===== src/hw/rtl/stsg_pkg.sv =====
package stsg_pkg;

  // Field widths of the channels.
  localparam int SAMPLE_W   = 12;
  localparam int SUM_W      = 18;
  localparam int COL_W      = 9;
  localparam int ROW_W      = 8;
  localparam int COLOR_W    = 16;
  localparam int CFG_IDX_W  = 2;
  localparam int CFG_DATA_W = 16;

  // Parameter defaults.
  localparam int DECIMATION_DEF   = 7;
  localparam int SCREEN_WIDTH_DEF = 320;

  // Display geometry and converter scale.
  localparam int ADC_MID  = 2048;
  localparam int ROW_MID  = 120;
  localparam int ROW_LAST = 239;

  // Register reset values.
  localparam logic [COLOR_W-1:0] TRACE_COLOR_RST = 16'h07E0;
  localparam logic [COL_W-1:0]   ERASE_GAP_RST   = 9'd5;
  localparam logic [ROW_W-1:0]   TOP_LIMIT_RST   = 8'd51;

  // Register indices on the configuration port.
  typedef enum logic [CFG_IDX_W-1:0] {
    CFG_TRACE_COLOR = 2'd0,
    CFG_ERASE_GAP   = 2'd1,
    CFG_TOP_LIMIT   = 2'd2
  } cfg_reg_t;

  // Handshake between the averaging stage and the plotting stage.
  typedef struct packed {
    logic valid;
    logic [SAMPLE_W-1:0] avg;
  } avg_beat_t;

endpackage


===== src/hw/rtl/stsg_decim.sv =====
module stsg_decim
  import stsg_pkg::*;
#(
  parameter int DECIMATION = DECIMATION_DEF
) (
  input  logic                clk,
  input  logic                rst_n,
  input  logic                in_valid,
  output logic                in_stall,
  input  logic [SAMPLE_W-1:0] in_sample,
  output avg_beat_t           avg_o,
  input  logic                avg_stall
);

  // Exact reciprocal for any dividend below 2**SUM_W.
  localparam int DIV_K = SUM_W + $clog2(DECIMATION);
  localparam longint unsigned DIV_M_FULL =
    ((64'd1 << DIV_K) + 64'(DECIMATION) - 64'd1) / 64'(DECIMATION);
  localparam int PROD_W = 2 * SUM_W + 1;
  localparam logic [SUM_W:0] DIV_M = (SUM_W + 1)'(DIV_M_FULL);
  localparam int CNT_W = $clog2(DECIMATION + 1);
  localparam logic [CNT_W-1:0] CNT_LAST = CNT_W'(DECIMATION - 1);

  logic [SUM_W-1:0]    sum_r, sum_nxt;
  logic [CNT_W-1:0]    cnt_r, cnt_nxt;
  logic                a_valid_r, a_valid_nxt;
  logic [SAMPLE_W-1:0] a_avg_r, a_avg_nxt;
  logic [SUM_W-1:0]    group_sum;
  logic [PROD_W-1:0]   quot_prod;
  logic                accept, last;

  assign in_stall  = a_valid_r && avg_stall;
  assign accept    = in_valid && !in_stall;
  assign last      = (cnt_r == CNT_LAST);
  assign group_sum = sum_r + SUM_W'(in_sample);
  assign quot_prod = PROD_W'(group_sum) * PROD_W'(DIV_M);

  always_comb begin
    sum_nxt     = sum_r;
    cnt_nxt     = cnt_r;
    a_valid_nxt = a_valid_r && avg_stall;
    a_avg_nxt   = a_avg_r;
    if (accept) begin
      if (last) begin
        sum_nxt     = '0;
        cnt_nxt     = '0;
        a_valid_nxt = 1'b1;
        a_avg_nxt   = SAMPLE_W'(quot_prod >> DIV_K);
      end else begin
        sum_nxt = group_sum;
        cnt_nxt = cnt_r + CNT_W'(1);
      end
    end
  end

  always_ff @(posedge clk) begin
    if (!rst_n) begin
      sum_r     <= '0;
      cnt_r     <= '0;
      a_valid_r <= 1'b0;
    end else begin
      sum_r     <= sum_nxt;
      cnt_r     <= cnt_nxt;
      a_valid_r <= a_valid_nxt;
    end
    a_avg_r <= a_avg_nxt;
  end

  assign avg_o.valid = a_valid_r;
  assign avg_o.avg   = a_avg_r;

endmodule


===== src/hw/rtl/stsg_plot.sv =====
module stsg_plot
  import stsg_pkg::*;
#(
  parameter int SCREEN_WIDTH = SCREEN_WIDTH_DEF
) (
  input  logic               clk,
  input  logic               rst_n,
  input  avg_beat_t          avg_i,
  output logic               avg_stall,
  input  logic [COLOR_W-1:0] trace_color,
  input  logic [COL_W-1:0]   gap_mod,
  input  logic [ROW_W-1:0]   top_limit,
  output logic               out_valid,
  input  logic               out_stall,
  output logic [COL_W-1:0]   out_erase_column,
  output logic [COL_W-1:0]   out_draw_column,
  output logic [ROW_W-1:0]   out_span_top,
  output logic [ROW_W-1:0]   out_span_bottom,
  output logic [COLOR_W-1:0] out_segment_color
);

  localparam int SHIFT = $clog2(ADC_MID);
  localparam logic signed [12:0] CENTRE   = 13'(ADC_MID);
  localparam logic signed [19:0] SCALE    = 20'(ROW_MID);
  localparam logic signed [19:0] RND      = 20'(ADC_MID - 1);
  localparam logic signed [9:0]  ROW_BASE = 10'(ROW_MID);
  localparam logic signed [9:0]  ROW_MAX  = 10'(ROW_LAST);
  localparam logic [COL_W:0]     WIDTH_X  = (COL_W + 1)'(SCREEN_WIDTH);
  localparam logic [COL_W-1:0]   COL_LAST = COL_W'(SCREEN_WIDTH - 1);

  logic                 load;
  logic                 out_valid_r;
  logic [COL_W-1:0]     pen_r, pen_nxt;
  logic [ROW_W-1:0]     prev_row_r;
  logic [COL_W-1:0]     erase_r, erase_nxt;
  logic [COL_W-1:0]     draw_r;
  logic [ROW_W-1:0]     top_r, top_nxt, bot_r, bot_nxt;
  logic [COLOR_W-1:0]   color_r;
  logic signed [12:0]   centred;
  logic signed [19:0]   scaled, biased;
  logic signed [8:0]    offset;
  logic signed [9:0]    row_raw, row_lo, row_cl, top_s;
  logic [ROW_W-1:0]     row;
  logic [COL_W:0]       erase_sum;

  assign avg_stall = out_valid_r && out_stall;
  assign load      = avg_i.valid && !avg_stall;

  // Row mapping: the scaled offset divides by a power of two, rounded toward zero.
  always_comb begin
    centred = $signed({1'b0, avg_i.avg}) - CENTRE;
    scaled  = 20'(centred) * SCALE;
    biased  = scaled[19] ? scaled + RND : scaled;
    offset  = 9'(biased >>> SHIFT);
    row_raw = ROW_BASE - 10'(offset);
    top_s   = $signed({2'b00, top_limit});
    row_lo  = (row_raw < top_s) ? top_s : row_raw;
    row_cl  = (row_lo > ROW_MAX) ? ROW_MAX : row_lo;
    row     = ROW_W'(row_cl);
  end

  always_comb begin
    top_nxt   = (prev_row_r < row) ? prev_row_r : row;
    bot_nxt   = (prev_row_r < row) ? row : prev_row_r;
    erase_sum = (COL_W + 1)'(pen_r) + (COL_W + 1)'(gap_mod);
    erase_nxt = (erase_sum >= WIDTH_X) ? COL_W'(erase_sum - WIDTH_X) : COL_W'(erase_sum);
    pen_nxt   = (pen_r == COL_LAST) ? '0 : pen_r + COL_W'(1);
  end

  always_ff @(posedge clk) begin
    if (!rst_n) begin
      out_valid_r <= 1'b0;
      pen_r       <= '0;
      prev_row_r  <= ROW_W'(ROW_MID);
    end else begin
      if (load) begin
        out_valid_r <= 1'b1;
        pen_r       <= pen_nxt;
        prev_row_r  <= row;
      end else if (!out_stall) begin
        out_valid_r <= 1'b0;
      end
    end
    if (load) begin
      erase_r <= erase_nxt;
      draw_r  <= pen_r;
      top_r   <= top_nxt;
      bot_r   <= bot_nxt;
      color_r <= trace_color;
    end
  end

  assign out_valid         = out_valid_r;
  assign out_erase_column  = erase_r;
  assign out_draw_column   = draw_r;
  assign out_span_top      = top_r;
  assign out_span_bottom   = bot_r;
  assign out_segment_color = color_r;

endmodule


===== src/hw/rtl/sweep_trace_segment_generator_unit.sv =====
// Channel   Direction  Handshake            Payload
// in_       input      in_valid / in_stall  sample (12 bits)
// out_      output     out_valid/out_stall  erase_column, draw_column, span_top,
//                                           span_bottom, segment_color
// cfg_      input      cfg_valid/cfg_ready  cfg_index (2 bits), cfg_data (16 bits)
//
// A sample transaction can be taken in every clock cycle while in_stall is low.
// The transaction that completes a group has its average, from the reciprocal
// multiplier, registered in the averaging stage at the edge that accepts it;
// the row mapping and column logic then load it into the result register,
// unless that register holds a stalled result, and offer the result transaction.
// Reset is synchronous and active low; it restores the register defaults, an
// empty group, pen column zero and previous row 120.
// A stalled result holds its register and the averaging stage then holds its
// average; in_stall follows out_stall only while both stages are full.
module sweep_trace_segment_generator_unit
  import stsg_pkg::*;
#(
  parameter int DECIMATION   = DECIMATION_DEF,
  parameter int SCREEN_WIDTH = SCREEN_WIDTH_DEF
) (
  input  logic                  clk,
  input  logic                  rst_n,
  input  logic                  in_valid,
  output logic                  in_stall,
  input  logic [SAMPLE_W-1:0]   in_sample,
  output logic                  out_valid,
  input  logic                  out_stall,
  output logic [COL_W-1:0]      out_erase_column,
  output logic [COL_W-1:0]      out_draw_column,
  output logic [ROW_W-1:0]      out_span_top,
  output logic [ROW_W-1:0]      out_span_bottom,
  output logic [COLOR_W-1:0]    out_segment_color,
  input  logic                  cfg_valid,
  output logic                  cfg_ready,
  input  logic [CFG_IDX_W-1:0]  cfg_index,
  input  logic [CFG_DATA_W-1:0] cfg_data
);

  // The erase gap is reduced modulo the screen width once, after a write, so
  // the result stage needs only one compare and subtract. The reduction uses
  // an exact reciprocal for nine-bit values: quotient first, then remainder,
  // each in its own register. Both are settled before the first average of a
  // new group can reach the result stage.
  localparam int GAP_K = COL_W + $clog2(SCREEN_WIDTH);
  localparam int GAP_PW = 2 * COL_W + 1;
  localparam longint unsigned GAP_M_FULL =
    ((64'd1 << GAP_K) + 64'(SCREEN_WIDTH) - 64'd1) / 64'(SCREEN_WIDTH);
  localparam logic [GAP_PW-1:0] GAP_M = GAP_PW'(GAP_M_FULL);
  localparam logic [GAP_PW-1:0] WIDTH_P = GAP_PW'(SCREEN_WIDTH);
  localparam logic [COL_W-1:0] GAP_MOD_RST = COL_W'(ERASE_GAP_RST % SCREEN_WIDTH);
  localparam logic [COL_W-1:0] GAP_Q_RST = COL_W'(ERASE_GAP_RST / SCREEN_WIDTH);

  logic [COLOR_W-1:0] color_r;
  logic [COL_W-1:0]   gap_r;
  logic [COL_W-1:0]   gap_q_r, gap_q_nxt;
  logic [COL_W-1:0]   gap_mod_r, gap_mod_nxt;
  logic [ROW_W-1:0]   top_limit_r;
  logic [GAP_PW-1:0]  gap_prod, gap_back;
  logic               cfg_write;
  avg_beat_t          avg_beat;
  logic               avg_stall;

  assign cfg_ready = 1'b1;
  assign cfg_write = cfg_valid && cfg_ready;

  assign gap_prod    = GAP_PW'(cfg_data[COL_W-1:0]) * GAP_M;
  assign gap_q_nxt   = COL_W'(gap_prod >> GAP_K);
  assign gap_back    = GAP_PW'(gap_q_r) * WIDTH_P;
  assign gap_mod_nxt = gap_r - gap_back[COL_W-1:0];

  always_ff @(posedge clk) begin
    if (!rst_n) begin
      color_r     <= TRACE_COLOR_RST;
      gap_r       <= ERASE_GAP_RST;
      gap_q_r     <= GAP_Q_RST;
      gap_mod_r   <= GAP_MOD_RST;
      top_limit_r <= TOP_LIMIT_RST;
    end else begin
      gap_mod_r <= gap_mod_nxt;
      if (cfg_write) begin
        case (cfg_reg_t'(cfg_index))
          CFG_TRACE_COLOR: color_r <= cfg_data;
          CFG_ERASE_GAP: begin
            gap_r   <= cfg_data[COL_W-1:0];
            gap_q_r <= gap_q_nxt;
          end
          CFG_TOP_LIMIT: top_limit_r <= cfg_data[ROW_W-1:0];
          default: ;
        endcase
      end
    end
  end

  // Group accumulation and the division by DECIMATION.
  stsg_decim #(
    .DECIMATION(DECIMATION)
  ) u_decim (
    .clk       (clk),
    .rst_n     (rst_n),
    .in_valid  (in_valid),
    .in_stall  (in_stall),
    .in_sample (in_sample),
    .avg_o     (avg_beat),
    .avg_stall (avg_stall)
  );

  // Row mapping, span, pen column and the result register.
  stsg_plot #(
    .SCREEN_WIDTH(SCREEN_WIDTH)
  ) u_plot (
    .clk               (clk),
    .rst_n             (rst_n),
    .avg_i             (avg_beat),
    .avg_stall         (avg_stall),
    .trace_color       (color_r),
    .gap_mod           (gap_mod_r),
    .top_limit         (top_limit_r),
    .out_valid         (out_valid),
    .out_stall         (out_stall),
    .out_erase_column  (out_erase_column),
    .out_draw_column   (out_draw_column),
    .out_span_top      (out_span_top),
    .out_span_bottom   (out_span_bottom),
    .out_segment_color (out_segment_color)
  );

endmodule


===== config.mk =====
export PLATFORM = sky130hd
export DESIGN_NAME = sweep_trace_segment_generator_unit
export DESIGN_NICKNAME = d
export VERILOG_FILES = /design/src/hw/rtl/stsg_pkg.sv /design/src/hw/rtl/stsg_decim.sv /design/src/hw/rtl/stsg_plot.sv /design/src/hw/rtl/sweep_trace_segment_generator_unit.sv
export SDC_FILE = /design/constraint.sdc
export NUM_CORES = 1
export LEC_CHECK = 0
export BUFFER_PORTS_ARGS = -buffer_cell sky130_fd_sc_hd__buf_2
export CAP_MARGIN = 20
export CORE_MARGIN = 5
export CORE_UTILIZATION = 59
export CTS_CLUSTER_SIZE = 12
export DETAILED_ROUTE_END_ITERATION = 10
export PLACE_DENSITY = 0.75
export SLEW_MARGIN = 20
export SYNTH_ARGS = -nofsm -noshare
export SYNTH_HDL_FRONTEND = slang
export SYNTH_SLANG_ARGS = --single-unit

===== constraint.sdc =====
create_clock -name clk -period 24.8 [get_ports clk]
set_input_delay 2.48 -clock clk [delete_from_list [all_inputs] [get_ports clk]]
set_output_delay 2.48 -clock clk [all_outputs]
set_load 0.02 [all_outputs]

### Word-level counts from Yosys, hierarchy flattened

Cells that the tools add are included.
Widths: inputs -> output; s select.

| word-level totals | value |
|---|---|
| flip-flop bits (word level) | 145 |
| logic and storage cells | 63 |
| output and inout bits | 53 |
| input bits | 35 |

| operators by class | value |
|---|---|
| multiply operators | 4 |
| $lt $le $gt $ge | 4 |
| multiplexer cells | 13 |
| reductions and logical operators | 11 |
| eq/ne operators | 5 |
| add/sub/neg operators | 9 |

Operator list:

| cell | number |
|---|---|
| $mul 18x18->32 const B | 1 |
| $mux 8 | 3 |
| $add 20x12->20 const B | 1 |
| $mux 20 | 1 |
| $add 18x12->18 | 1 |
| $mux 18 | 1 |
| $mux 9 | 2 |
| $mul 13x5->17 const B | 1 |
| $mul 9x8->17 const B | 1 |
| $sub 12x12->13 const B | 1 |
| $add 9x9->10 | 1 |
| $ge 10x9->1 const B | 1 |
| $gt 10x9->1 const B | 1 |
| $lt 10x9->1 | 1 |
| $mux 10 | 1 |
| $sub 8x9->10 const A | 1 |
| $add 9x1->9 const B | 1 |
| $eq 9x9->1 const B | 1 |
| $sub 9x9->9 | 1 |
| $sub 9x9->9 const B | 1 |
| $lt 8x8->1 | 1 |
| $reduce_and 2->1 | 4 |
| $logic_and 1x1->1 | 4 |
| $mux 1 | 4 |
| other kinds (9) | 10 |

### Logic depth before layout (Yosys ltp)

| logic depth | value |
|---|---|
| depth after elaboration | 11 |
| gate-level depth with buffers | 43 |
| mapped depth without buffers | 41 |

### Modules after synthesis

A second synthesis with hierarchy kept.

| unflattened totals | value |
|---|---|
| cells, all modules | 1,433 |
| area, all modules | 13,872.1 µm² |

By module, submodules not included:

| module | times used | cells an instance | seq. area each (µm²) | area an instance (µm²) |
|---|---|---|---|---|
| stsg_decim | 1 | 581 | 800.8 | 5,656.7 |
| stsg_plot | 1 | 568 | 1,861.8 | 5,549.1 |
| sweep_trace_segment_generator_unit | 1 | 284 | 860.8 | 2,666.3 |

### Worst setup path after synthesis

OpenSTA, ideal clock, no wires.

| timing path | value |
|---|---|
| path type | input port to flip-flop |
| start point | in in_sample[0] |
| end point | reg u_decim.a_avg_r[11], data pin |
| arrival | 9.161 ns |
| slack | 15.379 ns |
| data required time | 24.540 ns |
| library setup time | 0.260 ns |
| buffers on the path | 0 |
| stages | 33 |
| cell sequence | ha_1 fa_1 a21o_1 a21oi_1 o21bai_1 a21oi_1 o21bai_1 a21oi_1 o21bai_1 a21oi_1 o21bai_1 a21oi_1 nor2_1 xor2_1 ha_1 ha_1 inv_1 fa_1 fa_1 inv_1 fa_1 ha_1 a21oi_1 nor2b_1 o21ai_0 nand2b_1 and2_1 a311o_1 a21oi_1 o21ai_0 a31o_2 a21oi_1 xnor2_1 |

| between the ends | value |
|---|---|
| cells in the longest elaborated chain, start to end | 2 |

RTL lines:

| item | line | RTL |
|---|---|---|
| start, declared | sweep_trace_segment_generator_unit.sv:26 | `input logic [SAMPLE_W-1:0] in_sample,` |
| $add 18x12->18 | stsg_decim.sv:35 | `assign group_sum = sum_r + SUM_W'(in_sample);` |
| $mul 18x18->32 | stsg_decim.sv:36 | `assign quot_prod = PROD_W'(group_sum) * PROD_W'(DIV_M);` |
| via u_decim.quot_prod[32] | stsg_decim.sv:29 | `logic [PROD_W-1:0] quot_prod;` |
| end signal, assigned | stsg_decim.sv:66 | `a_avg_r <= a_avg_nxt;` |
| end, declared | stsg_decim.sv:27 | `logic [SAMPLE_W-1:0] a_avg_r, a_avg_nxt;` |

The timed path passes the listed nets, and every way through them passes these cells.
A chain may end at the register's enable or synchronous reset.

### Worst setup path after layout

| timing path | value |
|---|---|
| start point | reg u_decim.a_avg_r[4] |
| end point | reg u_plot.bot_r[1] (netlist: u_plot.out_span_bottom[1]), data pin |

| between the ends | value |
|---|---|
| cells in the longest elaborated chain, start to end | 11 |

RTL lines:

| item | line | RTL |
|---|---|---|
| $sub 12x12->13 * | stsg_plot.sv:51 | `centred = $signed({1'b0, avg_i.avg}) - CENTRE;` |
| $mul 13x5->17 * | stsg_plot.sv:52 | `scaled = 20'(centred) * SCALE;` |
| $add 20x12->20 | stsg_plot.sv:53 | `biased = scaled[19] ? scaled + RND : scaled;` |
| $mux 20 * | stsg_plot.sv:53 |  |
| $sub 8x9->10 * | stsg_plot.sv:55 | `row_raw = ROW_BASE - 10'(offset);` |
| $lt 10x9->1 | stsg_plot.sv:57 | `row_lo = (row_raw < top_s) ? top_s : row_raw;` |
| $mux 10 * | stsg_plot.sv:57 |  |
| $gt 10x9->1 | stsg_plot.sv:58 | `row_cl = (row_lo > ROW_MAX) ? ROW_MAX : row_lo;` |
| $mux 8 * | stsg_plot.sv:58 |  |
| $lt 8x8->1 | stsg_plot.sv:64 | `bot_nxt = (prev_row_r < row) ? row : prev_row_r;` |
| $mux 8 * | stsg_plot.sv:64 |  |
| via u_plot.bot_nxt[1] | stsg_plot.sv:37 | `logic [ROW_W-1:0] top_r, top_nxt, bot_r, bot_nxt;` |
| end signal, assigned | stsg_plot.sv:88 | `bot_r <= bot_nxt;` |
| end, declared | stsg_plot.sv:37 |  |

The timed path passes the listed nets; every way through them passes the cells marked *.

==> metrics.yaml <==
gr-usage-all-layers_pct: 21.95
clock_latency_ns: 0.42
drt_wl_total_um: 27470
rsz0062_at_grt: "no"
synth_edf_count: 62
hold_buffers: 0
synth.largest_area_cell: "ha_1"
synthCells: 1387
slew_headroom_pct: 37.75
r2r-end: "u_plot.out_span_bottom[1]$_DFFE_PP_"
fin_hold_ws_ns: 0.4258
drive_gt1_share_pct: 9.662
yosys.area_share.simple_pct: 10.42
async_flop_share_pct: 0
die_h_um: 160.7
numPortBuffers: 86
cts.path.max_buffers: 2
nets: 1836
drtIter0Drc: 617
reg2reg_setup_slack_ns: 14.46
ys_seq_area_share_pct: 26.28
tns_ns: 0
synth_top_flop_cell: "dfxtp_1"
route.antenna.remaining_nets: 0
syn2layout_area_growth_pct: 9.976
run_status: "finished, final reports clean"
antenna_found_initial: 0
worstMarginPinSlew_ns: 0.9314
die-area_sq_um: 25840
dp_hpwl_um: 21650
synth_xor_area_share_pct: 4.965
synth_cell_types: 81
start_util_pct: 59.58
comb_power_share_pct: 67.9
ys_ff_latch: 145
grt_pass1_wl_um: 47260
worst-path-max-fanout: 15
synthTopCellsByArea: "ha_1, fa_1, edfxtp_1"
cts_max_level: 4
multi_input_area_sq_um: 8811
cts_buffers: 17
r2r-start: "u_decim.a_avg_r[4]$_DFFE_PP_"
final-max-slew-violation-count: 0
start_kind: "register"
p_int_mw: 1.007
seq_area_sq_um: 3523
cp-end-kind: "register"
drt_first_pass_iters: 5
endpoint: "u_plot.out_span_bottom[1]$_DFFE_PP_"
drc: 0
pwr-share-seq_pct: 16.5
synth_top_family_by_area: "adder cells"
netlist_top_cells_count: "inv_1, ha_1, nand2_1"
grt.overflow.total: 0
slowest_delay_ns: 0.62
required_ns: 24.97
hold_class: "register to register"
setup_viol: 0
placed_cells: 1733
yosys_warnings: 0
grt_max_degree: 65
critPathSlowestCell: "a221oi_4"
clockRootBuffer: "clkbuf_16"
synth_mux_area_share_pct: 2.091
synth_most_common_cell: "inv_1"
nFillCells: 1808
max-cap-violations: 0
fin_crit_ns: 10.34
synthAdderAreaFrac_pct: 36.43
cts_tree: "yes"
clkPwrFrac_pct: 15.6
arrival_ns: 10.51
finalCritPeriodShare_pct: 41.68
pin_count: 88
finalHoldViolations: 0
finClkSkew_ns: 0.01359
synth_compound_area_share_pct: 11.72
wl_per_cell_um: 15.56
p_sw_share_pct: 43.99
powerDensity_nw_per_um2: 121.9
max_freq_mhz: 96.73
grt_pass1_vias: 9921
crit_type: "register to register"
synth_top_area_share_pct: 22.40
cts_setup_buffers: 0
r2r_cells: 38
finalWeightedCongestion: 0.9068
vias_per_cell: 5.559
p_switching_uw: 790.8
post_cts_resized: 0
synth_fp_nets: 1756
fp.coreArea_sq_um: 22500
num_vias: 9812
synth_area_sq_um: 13410
cp-startpoint: "u_decim.a_avg_r[4]$_DFFE_PP_"
num_rows: 55
total_leakage_power_nw: 7.272
final_cells: 1765
ir_drop_mv: 0.1697
clk_pin_slew_worst_paths_ns: 0.06
cts.sinks: 145
syn_avg_cell_area_sq_um: 9.666
cp_common_cell: "ha_1"
die_w_um: 160.7
antenna_cells: 0
[worst min-delay path by stage]
stage / start / end / depth (start not counted)
3_3_place_gp: color_r[15]$_SDFFE_PN0P_ / u_plot.out_segment_color[15]$_DFFE_PP_ / 0
6_report: color_r[7]$_SDFFE_PN1P_ / u_plot.out_segment_color[7]$_DFFE_PP_ / 0
2_1_floorplan: color_r[0]$_SDFFE_PN0P_ / u_plot.out_segment_color[0]$_DFFE_PP_ / 0
4_1_cts: color_r[7]$_SDFFE_PN1P_ / u_plot.out_segment_color[7]$_DFFE_PP_ / 0
3_5_place_dp: color_r[7]$_SDFFE_PN1P_ / u_plot.out_segment_color[7]$_DFFE_PP_ / 0
5_1_grt: color_r[6]$_SDFFE_PN1P_ / u_plot.out_segment_color[6]$_DFFE_PP_ / 0
[layout make-up]
class / instances / share of cell area, %
clock buffers: 19 / 2.936
flip-flops and latches: 145 / 23.90
multi-input cells: 959 / 59.76
inverters: 253 / 6.441
repair buffers: 91 / 3.199
clock inverters: 13 / 1.349
well taps: 285 / 2.419
[power groups by stage]
| stage | logic (mW) | clock network [mW] | registers, mW |
|---|---|---|---|
| 2_1_floorplan | 0.947 | 0 | 0.300 |
| 3_3_place_gp | 1.17 | 0 | 0.302 |
| 3_5_place_dp | 1.23 | 0 | 0.302 |
| 4_1_cts | 1.24 | 0.282 | 0.297 |
| 5_1_grt | 1.44 | 0.294 | 0.298 |
| 6_report | 1.22 | 0.280 | 0.297 |
[metal layers]
layer	vias to the layer above	GRT usage (%)	share of wire, %	wire length [um]
li1	4871	-	-	-
met1	4719	28.90	45	12430
met2	203	38.97	50	13730
met3	19	2.951	4.0	1095
met4	0	4.459	0.76	210
met5	-	0	0	0
[kinds of logic (layout without fill, tap and decap cells)]
group,count (synthesis),after routing
flip-flops,145,145
AO/OA/AOI/OAI,235,235
multiplexers,26,26
adder cells (fa/ha/maj),334,334
XOR/XNOR,76,76
AND/OR/NAND/NOR,287,287
buffers and inverters,283,376
other,1,1
[placed cells by master (no fill, tap or decap), types with 7 or more instances in the layout]
cell type	n
clkbuf_16	17
o211ai_1	9
inv_1	251
o21bai_1	14
nor2_1	64
o21ai_0	28
and2_1	9
nand4_1	7
a21o_1	24
nor3_1	12
a21oi_1	77
and3_1	13
nand2_1	97
mux2_1	14
ha_1	240
xnor2_1	52
nand2b_1	10
nand3_1	35
nor2b_1	7
dfxtp_1	83
fa_1	94
buf_2	86
a22oi_1	12
a31oi_1	12
xor2_1	24
mux2i_1	10
edfxtp_1	62
[registers in the layout, summed over array words and instances (netlist names)]
register,flops
u_plot.out_segment_color,16
u_plot.out_draw_column,9
gap_mod_r,9
top_limit_r,8
u_plot.out_span_top,8
gap_q_r,1
u_decim.a_valid_r,1
gap_r,9
u_decim.sum_r,18
color_r,16
u_plot.out_valid,1
u_decim.a_avg_r,12
u_plot.prev_row_r,8
u_decim.cnt_r,3
u_plot.out_span_bottom,8
u_plot.out_erase_column,9
u_plot.pen_r,9
[worst max-delay path: cells and delay by family, from the launching register on]
| kind | cells | cell delay (ns) |
|---|---|---|
| compound gates | 14 | 3.82 |
| xor+xnor | 2 | 0.45 |
| fa+ha+maj | 8 | 2.82 |
| buf+inv | 5 | 0.42 |
| flops | 1 | 0.49 |
| mux | 2 | 0.76 |
| simple gates | 7 | 1.31 |
[metrics by stage]
stage                     cell area (sq um)  power (mW)  util [%]  setup slack (ns)
after detailed placement              14100       1.531     62.68             14.45
after floorplan                       13410       1.247         -             15.38
after global placement                14090       1.477     62.63             14.66
after CTS                             14740       1.821     65.49             14.43
final                                 14740       1.798     65.52             14.46
after global routing                  14740       2.036     65.52             13.80
Note: power is estimated with default switching activity, not from simulation.
